===== src/rtl/core/cedec_pkg.sv =====
package cedec_pkg;

  localparam int unsigned CFG_DATA_W = 20;
  localparam int unsigned CFG_IDX_W  = 2;
  // wide enough for any sector end offset and any image size in range
  localparam int unsigned OFF_W      = 22;

  localparam int unsigned SECT_BYTES       = 256;
  localparam int unsigned SECT_SHIFT       = 8;
  localparam int unsigned SECTS_PER_TRACK  = 10;
  localparam int unsigned TRACK_BYTES      = SECT_BYTES * SECTS_PER_TRACK;
  localparam int unsigned TRACK_PAIR_BYTES = TRACK_BYTES * 2;
  localparam logic [4:0]  LAST_ENTRY       = 5'd31;
  localparam logic [6:0]  CHAR_SPACE       = 7'h20;

  // x/10 as (x * 52429) >> 19, exact for x below 43699
  localparam logic [15:0] DIV10_RECIP = 16'd52429;
  localparam int unsigned DIV10_SHIFT = 19;

  typedef enum logic [2:0] {
    ST_OK          = 3'd0,
    ST_BAD_CAT     = 3'd1,
    ST_PAST_SECTOR = 3'd2,
    ST_TOO_LONG    = 3'd3,
    ST_OUTSIDE     = 3'd4
  } status_t;

  typedef enum logic [CFG_IDX_W-1:0] {
    REG_INTERLEAVED = 2'd0,
    REG_DISC_BYTES  = 2'd1,
    REG_READ_LIMIT  = 2'd2
  } cfg_reg_t;

  typedef struct packed {
    logic             interleaved;
    logic [OFF_W-1:0] disc_bytes;
    logic [OFF_W-1:0] read_limit;
  } cfg_state_t;

  typedef struct packed {
    logic        side;
    status_t     status;
    logic        locked;
    logic [6:0]  directory;
    logic [55:0] name_chars;
    logic [2:0]  name_length;
    logic [17:0] load_addr;
    logic [17:0] exec_addr;
    logic [17:0] file_length;
    logic [9:0]  first_sector;
    logic [10:0] last_sector;
  } entry_t;

endpackage


===== src/rtl/core/cedec_ifs.sv =====
interface cedec_entry_if;
  logic        valid;
  logic        ready;
  logic        side;
  logic [4:0]  entry_index;
  logic [63:0] name_bytes;
  logic [63:0] info_bytes;

  modport source (output valid, side, entry_index, name_bytes, info_bytes, input ready);
  modport sink   (input valid, side, entry_index, name_bytes, info_bytes, output ready);
endinterface

interface cedec_result_if;
  logic        valid;
  logic        ready;
  logic        locked;
  logic [6:0]  directory;
  logic [55:0] name_chars;
  logic [2:0]  name_length;
  logic [17:0] load_addr;
  logic [17:0] exec_addr;
  logic [17:0] file_length;
  logic [9:0]  first_sector;
  logic [2:0]  status;

  modport source (output valid, locked, directory, name_chars, name_length, load_addr,
                  exec_addr, file_length, first_sector, status, input ready);
  modport sink   (input valid, locked, directory, name_chars, name_length, load_addr,
                  exec_addr, file_length, first_sector, status, output ready);
endinterface

interface cedec_cfg_if;
  logic                             valid;
  logic                             ready;
  logic [cedec_pkg::CFG_IDX_W-1:0]  index;
  logic [cedec_pkg::CFG_DATA_W-1:0] data;

  modport source (output valid, index, data, input ready);
  modport sink   (input valid, index, data, output ready);
endinterface


===== src/rtl/core/cedec_cfg_regs.sv =====
module cedec_cfg_regs #(
  parameter int unsigned MAX_IMAGE_BYTES = 524288
) (
  input  logic                  clk,
  input  logic                  rst,
  cedec_cfg_if.sink             cfg,
  output cedec_pkg::cfg_state_t cfg_st
);
  localparam int unsigned IMG_W = $clog2(MAX_IMAGE_BYTES + 1);
  localparam int unsigned LIM_W = (IMG_W > cedec_pkg::CFG_DATA_W) ? IMG_W
                                                                    : cedec_pkg::CFG_DATA_W;
  localparam logic [cedec_pkg::OFF_W-1:0] MAX_BYTES = cedec_pkg::OFF_W'(MAX_IMAGE_BYTES);

  logic             interleaved;
  logic [IMG_W-1:0] disc_bytes;
  logic [LIM_W-1:0] read_limit;
  logic [cedec_pkg::OFF_W-1:0] wdata;

  assign cfg.ready = 1'b1;
  assign wdata = cedec_pkg::OFF_W'(cfg.data);

  always_ff @(posedge clk) begin
    if (rst) begin
      interleaved <= 1'b0;
      disc_bytes  <= '0;
      read_limit  <= LIM_W'(MAX_IMAGE_BYTES);
    end else if (cfg.valid) begin
      unique case (cfg.index)
        cedec_pkg::REG_INTERLEAVED: interleaved <= cfg.data[0];
        cedec_pkg::REG_DISC_BYTES: begin
          // saturate at the largest supported image
          if (wdata > MAX_BYTES) disc_bytes <= IMG_W'(MAX_IMAGE_BYTES);
          else                   disc_bytes <= IMG_W'(wdata);
        end
        cedec_pkg::REG_READ_LIMIT: read_limit <= LIM_W'(cfg.data);
        default: ;
      endcase
    end
  end

  assign cfg_st.interleaved = interleaved;
  assign cfg_st.disc_bytes  = cedec_pkg::OFF_W'(disc_bytes);
  assign cfg_st.read_limit  = cedec_pkg::OFF_W'(read_limit);
endmodule


===== src/rtl/core/cedec_decode.sv =====
module cedec_decode (
  input  logic                  clk,
  input  logic                  rst,
  cedec_entry_if.sink           entry,
  input  cedec_pkg::cfg_state_t cfg_st,
  output logic                  dec_valid,
  input  logic                  dec_ready,
  output cedec_pkg::entry_t     dec
);
  // both catalogue sectors lie in the image when sector 1 does
  localparam logic [cedec_pkg::OFF_W-1:0] CAT_END =
    cedec_pkg::OFF_W'(2 * cedec_pkg::SECT_BYTES);
  localparam logic [cedec_pkg::OFF_W-1:0] CAT_END_SIDE1 =
    cedec_pkg::OFF_W'(cedec_pkg::TRACK_BYTES + 2 * cedec_pkg::SECT_BYTES);

  cedec_pkg::entry_t dec_next;
  logic              advance;

  assign advance     = !dec_valid || dec_ready;
  assign entry.ready = advance;

  always_comb begin
    logic [cedec_pkg::OFF_W-1:0] cat_end;
    logic [6:0]  ch;
    logic        stop;
    logic [17:0] len;
    logic [9:0]  start;
    logic [63:0] nb;
    logic [63:0] ib;

    nb = entry.name_bytes;
    ib = entry.info_bytes;
    ch = '0;
    stop = 1'b0;
    len = '0;
    start = '0;
    cat_end = (entry.side && cfg_st.interleaved) ? CAT_END_SIDE1 : CAT_END;
    dec_next = '0;
    dec_next.side = entry.side;

    priority if ((entry.side && !cfg_st.interleaved) || cat_end > cfg_st.disc_bytes) begin
      dec_next.status = cedec_pkg::ST_BAD_CAT;
    end else if (entry.entry_index == cedec_pkg::LAST_ENTRY) begin
      dec_next.status = cedec_pkg::ST_PAST_SECTOR;
    end else begin
      dec_next.status    = cedec_pkg::ST_OK;
      dec_next.locked    = nb[63];
      dec_next.directory = nb[62:56];
      stop = 1'b0;
      for (int n = 0; n < 7; n++) begin
        ch = nb[8*n +: 7];
        // name ends at the first zero or space
        if (stop || ch == 7'd0 || ch == cedec_pkg::CHAR_SPACE) begin
          stop = 1'b1;
        end else begin
          dec_next.name_chars[7*n +: 7] = ch;
          dec_next.name_length = dec_next.name_length + 3'd1;
        end
      end
      len   = {ib[53:52], ib[47:32]};
      start = {ib[49:48], ib[63:56]};
      dec_next.load_addr    = {ib[51:50], ib[15:0]};
      dec_next.exec_addr    = {ib[55:54], ib[31:16]};
      dec_next.file_length  = len;
      dec_next.first_sector = start;
      dec_next.last_sector  = 11'(start) + 11'((len - 18'd1) >> cedec_pkg::SECT_SHIFT);
    end
  end

  always_ff @(posedge clk) begin
    if (rst) begin
      dec_valid <= 1'b0;
    end else if (advance) begin
      dec_valid <= entry.valid;
    end
  end

  always_ff @(posedge clk) begin
    if (advance && entry.valid) begin
      dec <= dec_next;
    end
  end
endmodule


===== src/rtl/core/cedec_span.sv =====
module cedec_span (
  input  logic                  clk,
  input  logic                  rst,
  input  cedec_pkg::cfg_state_t cfg_st,
  input  logic                  dec_valid,
  output logic                  dec_ready,
  input  cedec_pkg::entry_t     dec,
  cedec_result_if.source        result
);
  localparam int unsigned PROD_W = 11 + 16;
  localparam logic [cedec_pkg::OFF_W-1:0] SECT_END = cedec_pkg::OFF_W'(cedec_pkg::SECT_BYTES);
  localparam logic [cedec_pkg::OFF_W-1:0] PAIR = cedec_pkg::OFF_W'(cedec_pkg::TRACK_PAIR_BYTES);
  localparam logic [cedec_pkg::OFF_W-1:0] SIDE_OFF = cedec_pkg::OFF_W'(cedec_pkg::TRACK_BYTES);

  // sector end offset, from the track number when interleaved
  function automatic logic [cedec_pkg::OFF_W-1:0] sector_end(
    input logic [10:0] ls, input logic [7:0] trk, input logic sd, input logic ilv);
    logic [3:0]                  rem;
    logic [cedec_pkg::OFF_W-1:0] off;
    rem = 4'(ls - 11'(trk) * 11'd10);
    if (ilv) begin
      off = cedec_pkg::OFF_W'(trk) * PAIR + (sd ? SIDE_OFF : '0)
          + (cedec_pkg::OFF_W'(rem) << cedec_pkg::SECT_SHIFT);
    end else begin
      off = cedec_pkg::OFF_W'(ls) << cedec_pkg::SECT_SHIFT;
    end
    return off + SECT_END;
  endfunction

  logic              v2, v3, v4;
  logic              adv2, adv3, adv4;
  cedec_pkg::entry_t e2, e3, e4;
  cedec_pkg::entry_t e4_next;
  logic [7:0]        trk_start, trk_last;
  logic              too_long2, too_long3;
  logic [cedec_pkg::OFF_W-1:0] end_start, end_last;
  logic [PROD_W-1:0] prod_start, prod_last;
  cedec_pkg::status_t status4;

  assign adv4      = !v4 || result.ready;
  assign adv3      = !v3 || adv4;
  assign adv2      = !v2 || adv3;
  assign dec_ready = adv2;

  assign prod_start = PROD_W'(dec.first_sector) * PROD_W'(cedec_pkg::DIV10_RECIP);
  assign prod_last  = PROD_W'(dec.last_sector) * PROD_W'(cedec_pkg::DIV10_RECIP);

  always_ff @(posedge clk) begin
    if (rst) begin
      v2 <= 1'b0;
      v3 <= 1'b0;
      v4 <= 1'b0;
    end else begin
      if (adv2) v2 <= dec_valid;
      if (adv3) v3 <= v2;
      if (adv4) v4 <= v3;
    end
  end

  // stage 2: track numbers and length limit
  always_ff @(posedge clk) begin
    if (adv2 && dec_valid) begin
      e2        <= dec;
      trk_start <= prod_start[cedec_pkg::DIV10_SHIFT +: 8];
      trk_last  <= prod_last[cedec_pkg::DIV10_SHIFT +: 8];
      too_long2 <= cedec_pkg::OFF_W'(dec.file_length) > cfg_st.read_limit;
    end
  end

  // stage 3: byte offsets of first and last sector
  always_ff @(posedge clk) begin
    if (adv3 && v2) begin
      e3        <= e2;
      too_long3 <= too_long2;
      end_start <= sector_end(11'(e2.first_sector), trk_start, e2.side, cfg_st.interleaved);
      end_last  <= sector_end(e2.last_sector, trk_last, e2.side, cfg_st.interleaved);
    end
  end

  // stage 4: final status
  always_comb begin
    status4 = e3.status;
    if (e3.status == cedec_pkg::ST_OK) begin
      priority if (too_long3) begin
        status4 = cedec_pkg::ST_TOO_LONG;
      end else if (e3.file_length != 18'd0 &&
                   (end_start > cfg_st.disc_bytes || end_last > cfg_st.disc_bytes)) begin
        status4 = cedec_pkg::ST_OUTSIDE;
      end else begin
        status4 = cedec_pkg::ST_OK;
      end
    end
  end

  always_comb begin
    e4_next        = e3;
    e4_next.status = status4;
  end

  always_ff @(posedge clk) begin
    if (adv4 && v3) begin
      e4 <= e4_next;
    end
  end

  assign result.valid        = v4;
  assign result.locked       = e4.locked;
  assign result.directory    = e4.directory;
  assign result.name_chars   = e4.name_chars;
  assign result.name_length  = e4.name_length;
  assign result.load_addr    = e4.load_addr;
  assign result.exec_addr    = e4.exec_addr;
  assign result.file_length  = e4.file_length;
  assign result.first_sector = e4.first_sector;
  assign result.status       = e4.status;
endmodule


===== src/rtl/core/catalogue_entry_decoder.sv =====
// Catalogue entry decoder: takes one name-sector entry and its info-sector entry per
// transaction and returns the lock bit, directory, trimmed name, 18-bit load/exec/length
// fields, start sector and a status code checked against the image geometry set through
// the configuration channel. Fully pipelined: a new entry is accepted every cycle while the
// result side does not stall, and each result passes through the decode stage, the
// divide-by-ten track multiply, the sector offset adders and the final compare before it
// shows on the result port. Configuration writes take effect on the next cycle and are
// meant to be made while no entry is in flight.
module catalogue_entry_decoder #(
  parameter int unsigned MAX_IMAGE_BYTES = 524288
) (
  input  logic           clk,
  input  logic           rst,
  cedec_cfg_if.sink      cfg,
  cedec_entry_if.sink    entry,
  cedec_result_if.source result
);
  cedec_pkg::cfg_state_t cfg_st;
  cedec_pkg::entry_t     dec;
  logic                  dec_valid;
  logic                  dec_ready;

  cedec_cfg_regs #(
    .MAX_IMAGE_BYTES(MAX_IMAGE_BYTES)
  ) u_cfg_regs (
    .clk    (clk),
    .rst    (rst),
    .cfg    (cfg),
    .cfg_st (cfg_st)
  );

  cedec_decode u_decode (
    .clk       (clk),
    .rst       (rst),
    .entry     (entry),
    .cfg_st    (cfg_st),
    .dec_valid (dec_valid),
    .dec_ready (dec_ready),
    .dec       (dec)
  );

  cedec_span u_span (
    .clk       (clk),
    .rst       (rst),
    .cfg_st    (cfg_st),
    .dec_valid (dec_valid),
    .dec_ready (dec_ready),
    .dec       (dec),
    .result    (result)
  );
endmodule


===== src/flat_wrapper.sv =====
// flat-port wrapper written by rule: the top's interface ports become plain ports
module catalogue_entry_decoder_flat 
#(
  parameter int unsigned MAX_IMAGE_BYTES = 524288
)
  (clk, rst, cfg_valid, cfg_index, cfg_data, cfg_ready, entry_valid, entry_side, entry_entry_index, entry_name_bytes, entry_info_bytes, entry_ready, result_valid, result_locked, result_directory, result_name_chars, result_name_length, result_load_addr, result_exec_addr, result_file_length, result_first_sector, result_status, result_ready);
  cedec_cfg_if cfg_i ();
  cedec_entry_if entry_i ();
  cedec_result_if result_i ();
  input  logic clk;
  input  logic rst;
  input wire logic [$bits(cfg_i.valid)-1:0] cfg_valid;
  input wire logic [$bits(cfg_i.index)-1:0] cfg_index;
  input wire logic [$bits(cfg_i.data)-1:0] cfg_data;
  output wire logic [$bits(cfg_i.ready)-1:0] cfg_ready;
  input wire logic [$bits(entry_i.valid)-1:0] entry_valid;
  input wire logic [$bits(entry_i.side)-1:0] entry_side;
  input wire logic [$bits(entry_i.entry_index)-1:0] entry_entry_index;
  input wire logic [$bits(entry_i.name_bytes)-1:0] entry_name_bytes;
  input wire logic [$bits(entry_i.info_bytes)-1:0] entry_info_bytes;
  output wire logic [$bits(entry_i.ready)-1:0] entry_ready;
  output wire logic [$bits(result_i.valid)-1:0] result_valid;
  output wire logic [$bits(result_i.locked)-1:0] result_locked;
  output wire logic [$bits(result_i.directory)-1:0] result_directory;
  output wire logic [$bits(result_i.name_chars)-1:0] result_name_chars;
  output wire logic [$bits(result_i.name_length)-1:0] result_name_length;
  output wire logic [$bits(result_i.load_addr)-1:0] result_load_addr;
  output wire logic [$bits(result_i.exec_addr)-1:0] result_exec_addr;
  output wire logic [$bits(result_i.file_length)-1:0] result_file_length;
  output wire logic [$bits(result_i.first_sector)-1:0] result_first_sector;
  output wire logic [$bits(result_i.status)-1:0] result_status;
  input wire logic [$bits(result_i.ready)-1:0] result_ready;
  assign cfg_i.valid = cfg_valid;
  assign cfg_i.index = cfg_index;
  assign cfg_i.data = cfg_data;
  assign cfg_ready = cfg_i.ready;
  assign entry_i.valid = entry_valid;
  assign entry_i.side = entry_side;
  assign entry_i.entry_index = entry_entry_index;
  assign entry_i.name_bytes = entry_name_bytes;
  assign entry_i.info_bytes = entry_info_bytes;
  assign entry_ready = entry_i.ready;
  assign result_valid = result_i.valid;
  assign result_locked = result_i.locked;
  assign result_directory = result_i.directory;
  assign result_name_chars = result_i.name_chars;
  assign result_name_length = result_i.name_length;
  assign result_load_addr = result_i.load_addr;
  assign result_exec_addr = result_i.exec_addr;
  assign result_file_length = result_i.file_length;
  assign result_first_sector = result_i.first_sector;
  assign result_status = result_i.status;
  assign result_i.ready = result_ready;
  catalogue_entry_decoder #(.MAX_IMAGE_BYTES(MAX_IMAGE_BYTES)) u_core (.clk(clk), .rst(rst), .cfg(cfg_i), .entry(entry_i), .result(result_i));
endmodule

===== config.mk =====
export PLATFORM = sky130hd
export DESIGN_NAME = catalogue_entry_decoder_flat
export DESIGN_NICKNAME = d
export VERILOG_FILES = /design/src/rtl/core/cedec_pkg.sv /design/src/rtl/core/cedec_ifs.sv /design/src/rtl/core/cedec_cfg_regs.sv /design/src/rtl/core/cedec_decode.sv /design/src/rtl/core/cedec_span.sv /design/src/rtl/core/catalogue_entry_decoder.sv /design/src/flat_wrapper.sv
export SDC_FILE = /design/constraint.sdc
export NUM_CORES = 1
export LEC_CHECK = 0
export ABC_AREA = 1
export BUFFER_PORTS_ARGS = -buffer_cell sky130_fd_sc_hd__buf_2
export CELL_PAD_IN_SITES_DETAIL_PLACEMENT = 0
export CELL_PAD_IN_SITES_GLOBAL_PLACEMENT = 2
export CORE_MARGIN = 2
export CORE_UTILIZATION = 45
export CTS_BUF_LIST = sky130_fd_sc_hd__clkbuf_8
export CTS_CLUSTER_DIAMETER = 100
export DETAILED_ROUTE_END_ITERATION = 12
export HOLD_SLACK_MARGIN = 0.03
export MAX_ROUTING_LAYER = met4
export PLACE_DENSITY_LB_ADDON = 0.1
export SLEW_MARGIN = 20
export SYNTH_ARGS = -nofsm -noshare
export SYNTH_HDL_FRONTEND = slang
export SYNTH_HIERARCHICAL = 1
export SYNTH_SLANG_ARGS = --single-unit

===== constraint.sdc =====
create_clock -name clk -period 26.4 [get_ports clk]
set_input_delay 2.64 -clock clk [delete_from_list [all_inputs] [get_ports clk]]
set_output_delay 2.64 -clock clk [all_outputs]
set_load 0.05 [all_outputs]

==> metrics, run 1 <==
Fin. Hold Viols=0; CTS-repair resized insts=0; clock buffer depth=3; Port Buffers=about 290; synth warn=6; Comb pwr share=35.6%; Vias=~19,000; Leak=15.4 nW; Die ar.=about 0.070 mm2; WHS Path Cells=0; initial antenna violation count=12; vias in the first global route=approximately 19,000; I/O pin total=around 300; worst ir drop on vdd=roughly 0.041 mV; clock slew at reported path FFs=~0.06 ns; postcts setup bufs=0; Routed WL per cell=17.2 um; global-route wire length before repair=between 100 and 150 mm; Fillers=about 6,000; die width=between 200 and 300 um; number of DRC markers in iteration 0=approximately 1,200; Die Ht=between 200 and 300 um; CP Cell Sequence=buf_2, inv_1, nand2_1, nor2_1, nand2_1, inv_1, nand2_1, buf_2; clock skew=around 0.051 ns; Worst slew margin=between 20% and 30%; cts hold-fix bufs=0; post-synthesis mux area share=0%; Netlist Area Pre-Place=a little over 0.03 mm2; internal power=1.99 mW; max frequency=between 0.15 and 0.2 GHz; Critical Path Most Common Cell=nand2_1; first drt pass iteration count=5; DR vias/cell=4.84; post-synthesis compound-gate area fraction=about 4.2%; number of flops mapped to enable cells by yosys=around 600; Post-DP HPWL=50.6 mm; core area=0.0674 mm2; final worst path period share=approximately a quarter; dpl cell area=~0.033 mm2; register bit count reported by yosys=between 600 and 700; CTS Sinks=642; DRC viols=0; Initial Util=around 46%; Final setup violation count=0; htree depth=3; Nets=around 3,400; WP data required=23.76 ns; Design Power=around 3.1 mW; XOR/XNOR share of the synthesized area=under 10%; Max stage delay on crit path=0.22 ns; Setup crit end kind=output port; GPL Wtd Cong=0.870; CP Class=in -> out; total track usage=19.8%; layout cells sized above 1=16.0%; crit start category=primary input; RSZ-0062 raised after global routing=false; Syn Area/Cell=around 12 um2; simple-gate area share of the yosys netlist=a little under an eighth; fin crit period=approximately 6.2 ns; WP buf/inv=4; post-synthesis sequential area ratio=~60%; Hold Path Class=reg -> reg; status=complete, no violations; power density over cell area=~90 mW/mm2; area added between synthesis and finish=14.5%; Worst Path Max Fanout=3; Clk Tree Root Cell=clkbuf_8; post-route ant nets=0; CTS tree=built; delay-heaviest family, CP=buffers and inverters; DRT Wirelength=67.6 mm; CP Data Arrival Time=roughly 3.6 ns; WP depth=8; largest family of logic cells by synthesized area=adder cells; Unique masters post-synth=52; Post-Synth Adder-Cell Area=~15%; largest net degree at the start of global routing=between 70 and 80; net switching power=between 1 and 1.5 mW; worst slew pin tran=around 1.1 ns; FF-to-FF path depth=17; Slowest-stage cell, CP=buf_2; Flop pwr share=approximately two fifths; Net Sw Frac=36.7%; post-route cell area=roughly 0.035 mm2; clk_lat worst skew=0.71 ns; max_cap viols=0; predominant post-synthesis flop cell=edfxtp_1; Rows=between 90 and 100; clock share of power=roughly a quarter; Num CTS Buffers=104; asr flop ratio synth=0%; Syn Inst Count=~2,600; final slew viol count=0; GR Overflow Total=0; setup TNS=0 ns
-- cells in the mapped netlist (13+ instances only) --
library cell | number | share of area [%]
inv_1 | 467 | 5.7
buf_4 | 18 | 0.44
ha_1 | 238 | 9.7
xnor2_1 | 13 | 0.37
o21ai_0 | 61 | 0.99
nand4_1 | 33 | 0.67
nand2_1 | 320 | 3.9
nor4_1 | 13 | 0.26
edfxtp_1 | 597 | 58
fa_1 | 77 | 5.0
nor2_1 | 296 | 3.6
o21ai_1 | 26 | 0.42
a21oi_1 | 82 | 1.3
nor3_1 | 25 | 0.41
xor2_1 | 30 | 0.85
nand3_1 | 102 | 1.7
buf_2 | 14 | 0.23
dfxtp_1 | 45 | 2.9
-- routing by layer --
metal  GRT usage [%]  vias up  wire length [um]
li1                -     9469                 -
met1            25.3     9042             30100
met2            32.4      403             32900
met3            3.28      122              2750
met4            6.26        0              1750
met5               -        -                 0
-- cell families after synthesis --
logic type | Yosys count
and+or+nand+nor | 842
DFF | 642
buffers and inverters | 513
adders and majority gates | 315
AOI/OAI and AO/OA | 229
xor gates and xnor gates | 44
other | 4
-- power groups by stage --
stage,Combinational (mW),Clock [mW],Sequential (mW)
after detailed placement,1.12,0,1.24
after CTS,1.13,0.840,1.22
final,1.12,0.810,1.21
after floorplan,0.821,0,1.24
after global routing,1.30,0.885,1.22
after global placement,1.12,0,1.23
-- state kept, by name (all words and copies together) (netlist names), 3 cells and up --
signal	count
u_core/u_cfg_regs/disc_bytes	20
u_core/u_span/result.load_addr	18
u_core/u_cfg_regs/read_limit	20
u_core/u_span/trk_last	8
u_core/u_span/result.name_chars	56
u_core/u_span/end_last	14
u_core/u_span/e3	134
u_core/u_span/end_start	14
u_core/u_span/result.file_length	18
u_core/u_span/result.name_length	3
u_core/u_span/trk_start	7
u_core/u_span/result.first_sector	10
u_core/u_decode/dec	138
u_core/u_span/result.status	3
u_core/u_span/e2	146
u_core/u_span/result.exec_addr	18
u_core/u_span/result.directory	7
-- final timing paths --
check,start,end,slack (ns)
setup / recovery,result_ready,entry_ready,20.18
hold / removal,u_core/u_decode/dec[119],u_core/u_span/e2[119],0.38
setup reg to reg,u_core/u_decode/dec[5],u_core/u_span/trk_last[5],21.40
hold reg to reg,u_core/u_decode/dec[119],u_core/u_span/e2[119],0.38
-- placed cells by master, fill, tap and decap left out, types with 33 or more instances in the layout --
cell      synthesis  routed
o21ai_0          61      61
nand3_1         102     102
nand2_1         320     320
a21oi_1          82      80
nand4_1          33      33
buf_2            14     289
ha_1            238     238
inv_1           467     493
nor2_1          296     296
clkbuf_8          0     106
edfxtp_1        597     597
fa_1             77      77
clkinv_1          0      38
dfxtp_1          45      45
-- worst reg2reg max path: cells and delay by family, from the launching register on --
kind	cells	cell delay, ns
adders and majority gates	6	2.84
and+or+nand+nor	6	0.95
DFF	1	0.55
buffers and inverters	5	0.35
-- layout make-up --
cell class	count	area [um2]	share of cell area, %
timing repair buffer	300	1530	4.35
clock inverter	83	528	1.50
sequential	642	18800	53.5
clock buffer	106	1460	4.15
antenna	9	22.5	0.0640
multi-input combinational	1446	9940	28.2
inverter	474	1790	5.09
tap	873	1090	3.10
-- stage by stage --
stage          setup slack, ns  hold WS (ns)  util [%]  cells
3_3_place_gp             19.78         0.400      49.2   3735
5_1_grt                  20.03         0.388      52.2   3932
4_1_cts                  20.20         0.369      52.2   3924
2_1_floorplan            16.17         0.400         -   2601
6_report                 20.18         0.379      52.2   3933
3_5_place_dp             19.78         0.405      49.2   3735
Note: power is estimated with default switching activity, not from simulation.
==> run 2, diff against run 1 <==
--- a/config.mk
+++ b/config.mk
@@ -10,7 +10,7 @@
 export CELL_PAD_IN_SITES_DETAIL_PLACEMENT = 0
 export CELL_PAD_IN_SITES_GLOBAL_PLACEMENT = 2
 export CORE_MARGIN = 2
-export CORE_UTILIZATION = 45
+export CORE_UTILIZATION = 38
 export CTS_BUF_LIST = sky130_fd_sc_hd__clkbuf_8
 export CTS_CLUSTER_DIAMETER = 100
 export DETAILED_ROUTE_END_ITERATION = 12
==> constraint.sdc (replaced) <==
create_clock -name clk -period 5.15 [get_ports clk]
set_input_delay 0.515 -clock clk [delete_from_list [all_inputs] [get_ports clk]]
set_output_delay 0.515 -clock clk [all_outputs]
set_load 0.05 [all_outputs]
==> run 2 against run 1 <==
Compared with the run above:
- clock power increased to 5.3 times the previous value
- non-clock buffer count increased by 26
- total power grew to 5.2 times the previous value
- register-to-register slack worse by 21 ns
- final area up 1.7%
- sequential share of layout area down 0.91 points
- critical path depth rose by 10
- utilization down 7.6 points
- via count decreased by 0.77%
- wire length up 3.6%
- hold slack got worse by 0.28 ns
- critical path type is now reg -> reg
- highest routed layer unchanged
==> metrics, run 2 (synthesized netlist as in run 1, its figures left out) <==
RSZ-0062 raised after global routing=false; Port Buffers=289; top flop regs=u_core/u_span/e2: 146 flops, u_core/u_decode/dec: 138 flops, u_core/u_span/e3: 134 flops; Max stage delay on crit path=0.59 ns; Worst slew margin=30.9%; DRC viols=0; Design Power=~16 mW; Setup crit end kind=flop; max_cap viols=0; GR Overflow Total=0; CP Cell Sequence=inv_1, ha_1, inv_1, fa_1, inv_1, fa_1, inv_1, fa_1, inv_1, fa_1, inv_1, ha_1, a21oi_1, o21ai_0, a221oi_2, nand3_1, nand2_1, nand2_1; Worst Path Max Fanout=5; DRT Wirelength=70.0 mm; CP Class=reg -> reg; CP Data Arrival Time=around 5.2 ns; total track usage=17.3%; die width=288 um; Clk Tree Root Cell=clkbuf_8; clock buffer depth=3; r2r setup slk=0.40 ns; Die Ht=~290 um; Routed WL per cell=~17 um; dpl cells=approximately 3,900; initial antenna violation count=8; crit start category=flop; HP Start=cfg_data[7]; Die ar.=roughly 0.083 mm2; clock slew at reported path FFs=around 0.060 ns; post-route ant nets=0; worst ir drop on vdd=0.229 mV; Rows=about 100; Largest register FFs=146; worst slew pin tran=1.04 ns; Non-Filler Instances=between 4,000 and 5,000; Hold Path Class=in -> reg; vias in the first global route=roughly 19,000; largest net degree at the start of global routing=164; status=complete, no violations; clk_lat worst skew=0.71 ns; most frequent cells in the layout=edfxtp_1 (597), inv_1 (492), nand2_1 (320); worst flop-to-flop path startpoint=u_core/u_decode/dec[9]; final slew viol count=0; global-route wire length before repair=roughly 110 mm; Post-DP HPWL=around 53 mm; number of DRC markers in iteration 0=roughly 820; Fin. Hold Viols=0; delay-heaviest family, CP=adder cells; reg2reg end=u_core/u_span/trk_last[4]; Hold EP=u_core/u_cfg_regs/read_limit[7]; Nets=roughly 3,500; postcts setup bufs=0; setup TNS=0 ns; area added between synthesis and finish=16.4%; clock skew=0.0315 ns; I/O pin total=298; GPL Wtd Cong=approximately 0.85; most flop-heavy register=u_core/u_span/e2; Vias=about 19,000; CTS tree=built; Num CTS Buffers=roughly 110; layout cells sized above 1=between 10% and 20%; max frequency=around 0.21 GHz; CTS Sinks=around 640; commonest non-fill, non-tap cell in the layout=edfxtp_1; Initial Util=between 30% and 40%; DR vias/cell=between 4 and 5; Leak=15.6 nW; power density over cell area=roughly 460 mW/mm2; Critical Path Most Common Cell=inv_1; fin crit period=between 4 and 5 ns; WP data required=about 5.6 ns; Final setup violation count=0; first drt pass iteration count=5; FF-to-FF path depth=18; Slowest-stage cell, CP=fa_1; WHS Path Cells=3; WP buf/inv=6; core area=around 0.080 mm2; final worst path period share=92.2%; htree depth=3
-- run 2: worst min-delay path: cells and delay by family --
kind / cells / cell delay [ns]
buf+inv: 1 / 0.12
simple gates: 2 / 0.13
-- run 2: stage by stage --
step,setup slack (ns),area (um2),util (%),hold WS (ns)
finish,0.401,35800,44.6,0.100
global route,0.0749,35800,44.6,0.0487
CTS,0.290,35800,44.6,0.0312
detailed placement,0.339,33500,41.7,0.405
global placement,0.307,33500,41.7,0.400
floorplan,0.232,30800,-,0.400
-- run 2: per-layer routing --
| layer | track usage (%) | up-vias | routed length, um | share of wire, % |
|---|---|---|---|---|
| li1 | - | 9520 | - | - |
| met1 | 22.3 | 8916 | 31700 | 45 |
| met2 | 28.3 | 358 | 34000 | 49 |
| met3 | 2.78 | 95 | 2840 | 4.1 |
| met4 | 4.52 | 0 | 1420 | 2.0 |
| met5 | - | - | 0 | 0 |
-- run 2: worst max path at each step --
stage | cells after the start | end | startpoint | slack (ns)
2_1_floorplan | 2 | u_core/u_span/result.directory[0] | result_ready | 0.23
3_3_place_gp | 18 | u_core/u_span/trk_last[4] | u_core/u_decode/dec[9] | 0.31
3_5_place_dp | 18 | u_core/u_span/trk_last[4] | u_core/u_decode/dec[9] | 0.34
4_1_cts | 18 | u_core/u_span/trk_last[4] | u_core/u_decode/dec[9] | 0.29
5_1_grt | 16 | u_core/u_span/trk_start[1] | u_core/u_decode/dec[19] | 0.07
6_report | 18 | u_core/u_span/trk_last[4] | u_core/u_decode/dec[9] | 0.40
-- run 2: area by class of cell --
cell class | instances | area [um2]
sequential | 642 | 18800
antenna | 4 | 10.0
fill | 7522 | 44500
multi-input combinational | 1446 | 9940
timing repair buffer | 326 | 1810
clock inverter | 86 | 541
clock buffer | 112 | 1540
tap | 1060 | 1330
inverter | 474 | 1790
-- run 2: repair_timing --
action,CTS,global route
hold endpoints to repair,21,0
resized for setup,0,1
hold buffers,20,0
setup endpoints to repair,0,1
-- run 2: report_power, final --
part | leakage [nW] | internal (mW) | switching, mW
Sequential | 6.03 | 6.08 | 0.150
Combinational | 8.41 | 2.06 | 3.77
Clock | 1.19 | 2.21 | 2.08
Total | 15.6 | 10.4 | 6.00
==> run 3, diff against run 2 <==
--- a/config.mk
+++ b/config.mk
@@ -16,7 +16,7 @@
 export DETAILED_ROUTE_END_ITERATION = 12
 export HOLD_SLACK_MARGIN = 0.03
 export MAX_ROUTING_LAYER = met4
-export PLACE_DENSITY_LB_ADDON = 0.1
+export PLACE_DENSITY_LB_ADDON = 0.25
 export SLEW_MARGIN = 20
 export SYNTH_ARGS = -nofsm -noshare
 export SYNTH_HDL_FRONTEND = slang
==> run 3 against run 2 <==
Compared with the run above:
- critical path type unchanged
- combinational power shrank 1%
- die area is the same
- clock-buffer cell count shrank 5
- critical endpoint unchanged
==> metrics, run 3 (synthesized netlist as in run 1, its figures left out) <==
setup TNS=0 ns; clock slew at reported path FFs=approximately 0.060 ns; Final setup violation count=0; core area=0.0803 mm2; Max stage delay on crit path=roughly 0.6 ns; most flop-heavy register=u_core/u_span/e2; power density over cell area=approximately 460 mW/mm2; Die ar.=between 0.08 and 0.09 mm2; htree depth=3; die width=a little under 300 um; met3 Use GR=2.84%; flip-flop and latch area=0.0188 mm2; Vias=19,082; Non-Filler Instances=between 4,000 and 5,000; final slew viol count=0; final worst path period share=between 90% and 100%; number of DRC markers in iteration 0=approximately 1,100; DRC viols=0; post-route ant nets=0; initial antenna violation count=12; global-route wire length before repair=between 100 and 150 mm; Largest register FFs=146; Design Power=between 15 and 20 mW; most frequent cells in the layout=edfxtp_1 (597), inv_1 (500), nand2_1 (320); Slowest-stage cell, CP=fa_1; DRT Wirelength=around 70 mm; crit start category=flop; Worst slew margin=around two fifths; commonest non-fill, non-tap cell in the layout=edfxtp_1; WP data required=between 5 and 6 ns; DR vias/cell=4.60; CP Cell Sequence=ha_1, inv_1, fa_1, inv_1, fa_1, inv_1, fa_1, inv_1, fa_1, inv_1, ha_1, a21oi_1, o21ai_0, a221oi_1, nand3_1, nand2_1, nand2_1; GR Overflow Total=0; Critical Path Most Common Cell=inv_1; top flop regs=u_core/u_span/e2: 146 flops, u_core/u_decode/dec: 138 flops, u_core/u_span/e3: 134 flops; postcts setup bufs=0; fin crit period=a little under 5 ns; Clk Tree Root Cell=clkbuf_8; max_cap viols=0; Die Ht=288 um; Setup crit end kind=flop; Fillers=7,492; vias in the first global route=between 15,000 and 20,000; area of the multi-input gates=slightly below 0.01 mm2; Port Buffers=a little under 300; total track usage=17.3%; status=complete, no violations; layout cells sized above 1=roughly 16%; CP Data Arrival Time=~5.2 ns; clock skew=roughly 0.044 ns; Initial Util=between 30% and 40%; area added between synthesis and finish=17.0%; I/O pin total=~300; CTS Sinks=~640; Nets=roughly 3,500; GR Layer Usage met1=between 20% and 30%; CTS tree=built; clock buffer depth=3; Worst Path Max Fanout=4; Post-DP HPWL=53.0 mm; Leak=roughly 16 nW; Routed WL per cell=approximately 17 um; dpl cells=approximately 3,900; Top Usage Layer GRT=met2; worst slew pin tran=between 0.8 and 0.9 ns; Hold Path Class=in -> reg; GPL Wtd Cong=around 0.83; Num CTS Buffers=around 100; met2 GRT Util=between 20% and 30%; clk_lat worst skew=roughly 0.7 ns; max frequency=about 0.21 GHz; first drt pass iteration count=5; worst ir drop on vdd=between 0.2 and 0.25 mV; Fin. Hold Viols=0; Rows=around 100; RSZ-0062 raised after global routing=false; largest net degree at the start of global routing=approximately 130; CP Class=reg -> reg
-- run 3: changes by cell type in the layout (fill, tap and decap cells not counted), moves of 3 or more --
cell and delta:
bufinv_16 +8, clkinv_1 -3, diode_2 +4, clkinv_2 -15, clkbuf_8 -5, inv_1 +8
dlygate4sd3_1 +5
-- run 3: per-layer routing --
metal | routed length, um | up-vias | part of all wire (%)
met3 | 2880 | 130 | 4.1
li1 | - | 9536 | -
met1 | 31200 | 9033 | 45
met2 | 34000 | 383 | 48
met5 | 0 | - | 0
met4 | 2070 | 0 | 2.9
-- run 3: power by group --
group	switching [mW]	internal [mW]
Combinational	3.71	2.05
Sequential	0.147	6.08
Clock	2.06	2.52
-- run 3: worst paths after layout --
path                                           to  cells after the start  slack [ns]                     from
setup / recovery        u_core/u_span/trk_last[4]                     17        0.34  u_core/u_decode/dec[10]
hold reg to reg              u_core/u_span/e3[42]                      0        0.39     u_core/u_span/e2[42]
setup reg to reg        u_core/u_span/trk_last[4]                     17        0.34  u_core/u_decode/dec[10]
hold / removal    u_core/u_cfg_regs/disc_bytes[8]                      3        0.09              cfg_data[8]
-- run 3: critical path: cells and delay by family (launching register included) --
family                   cells  cell delay, ns
AND/OR/NAND/NOR              3            0.22
adder cells (fa/ha/maj)      6            2.81
AO/OA/AOI/OAI                3            0.70
buffers and inverters        5            0.34
flip-flops                   1            0.47
-- run 3: per-stage QoR --
step                util (%)  area, um2  worst slack (ns)  hold slack, ns
finish                  44.8      36000             0.343          0.0949
global route            44.8      35900            0.0490          0.0567
CTS                     44.8      35900             0.306          0.0302
detailed placement      41.7      33500             0.381           0.405
global placement        41.7      33500             0.380           0.400
floorplan                  -      30800             0.232           0.400
-- run 3: timing repair --
item	in CTS	in global routing
endpoints found under the hold margin	28	0
gates resized for setup	0	0
hold buffers	25	0
setup endpoints to repair	0	0
-- run 3: cell type report --
cell class	instances	share of cell area (%)
repair buffers	331	5.18
inverters	474	4.98
diodes	8	0.0557
flip-flops and latches	642	52.4
multi-input cells	1446	27.6
clock inverters	83	2.00
well taps	1060	3.69
clock buffers	107	4.10
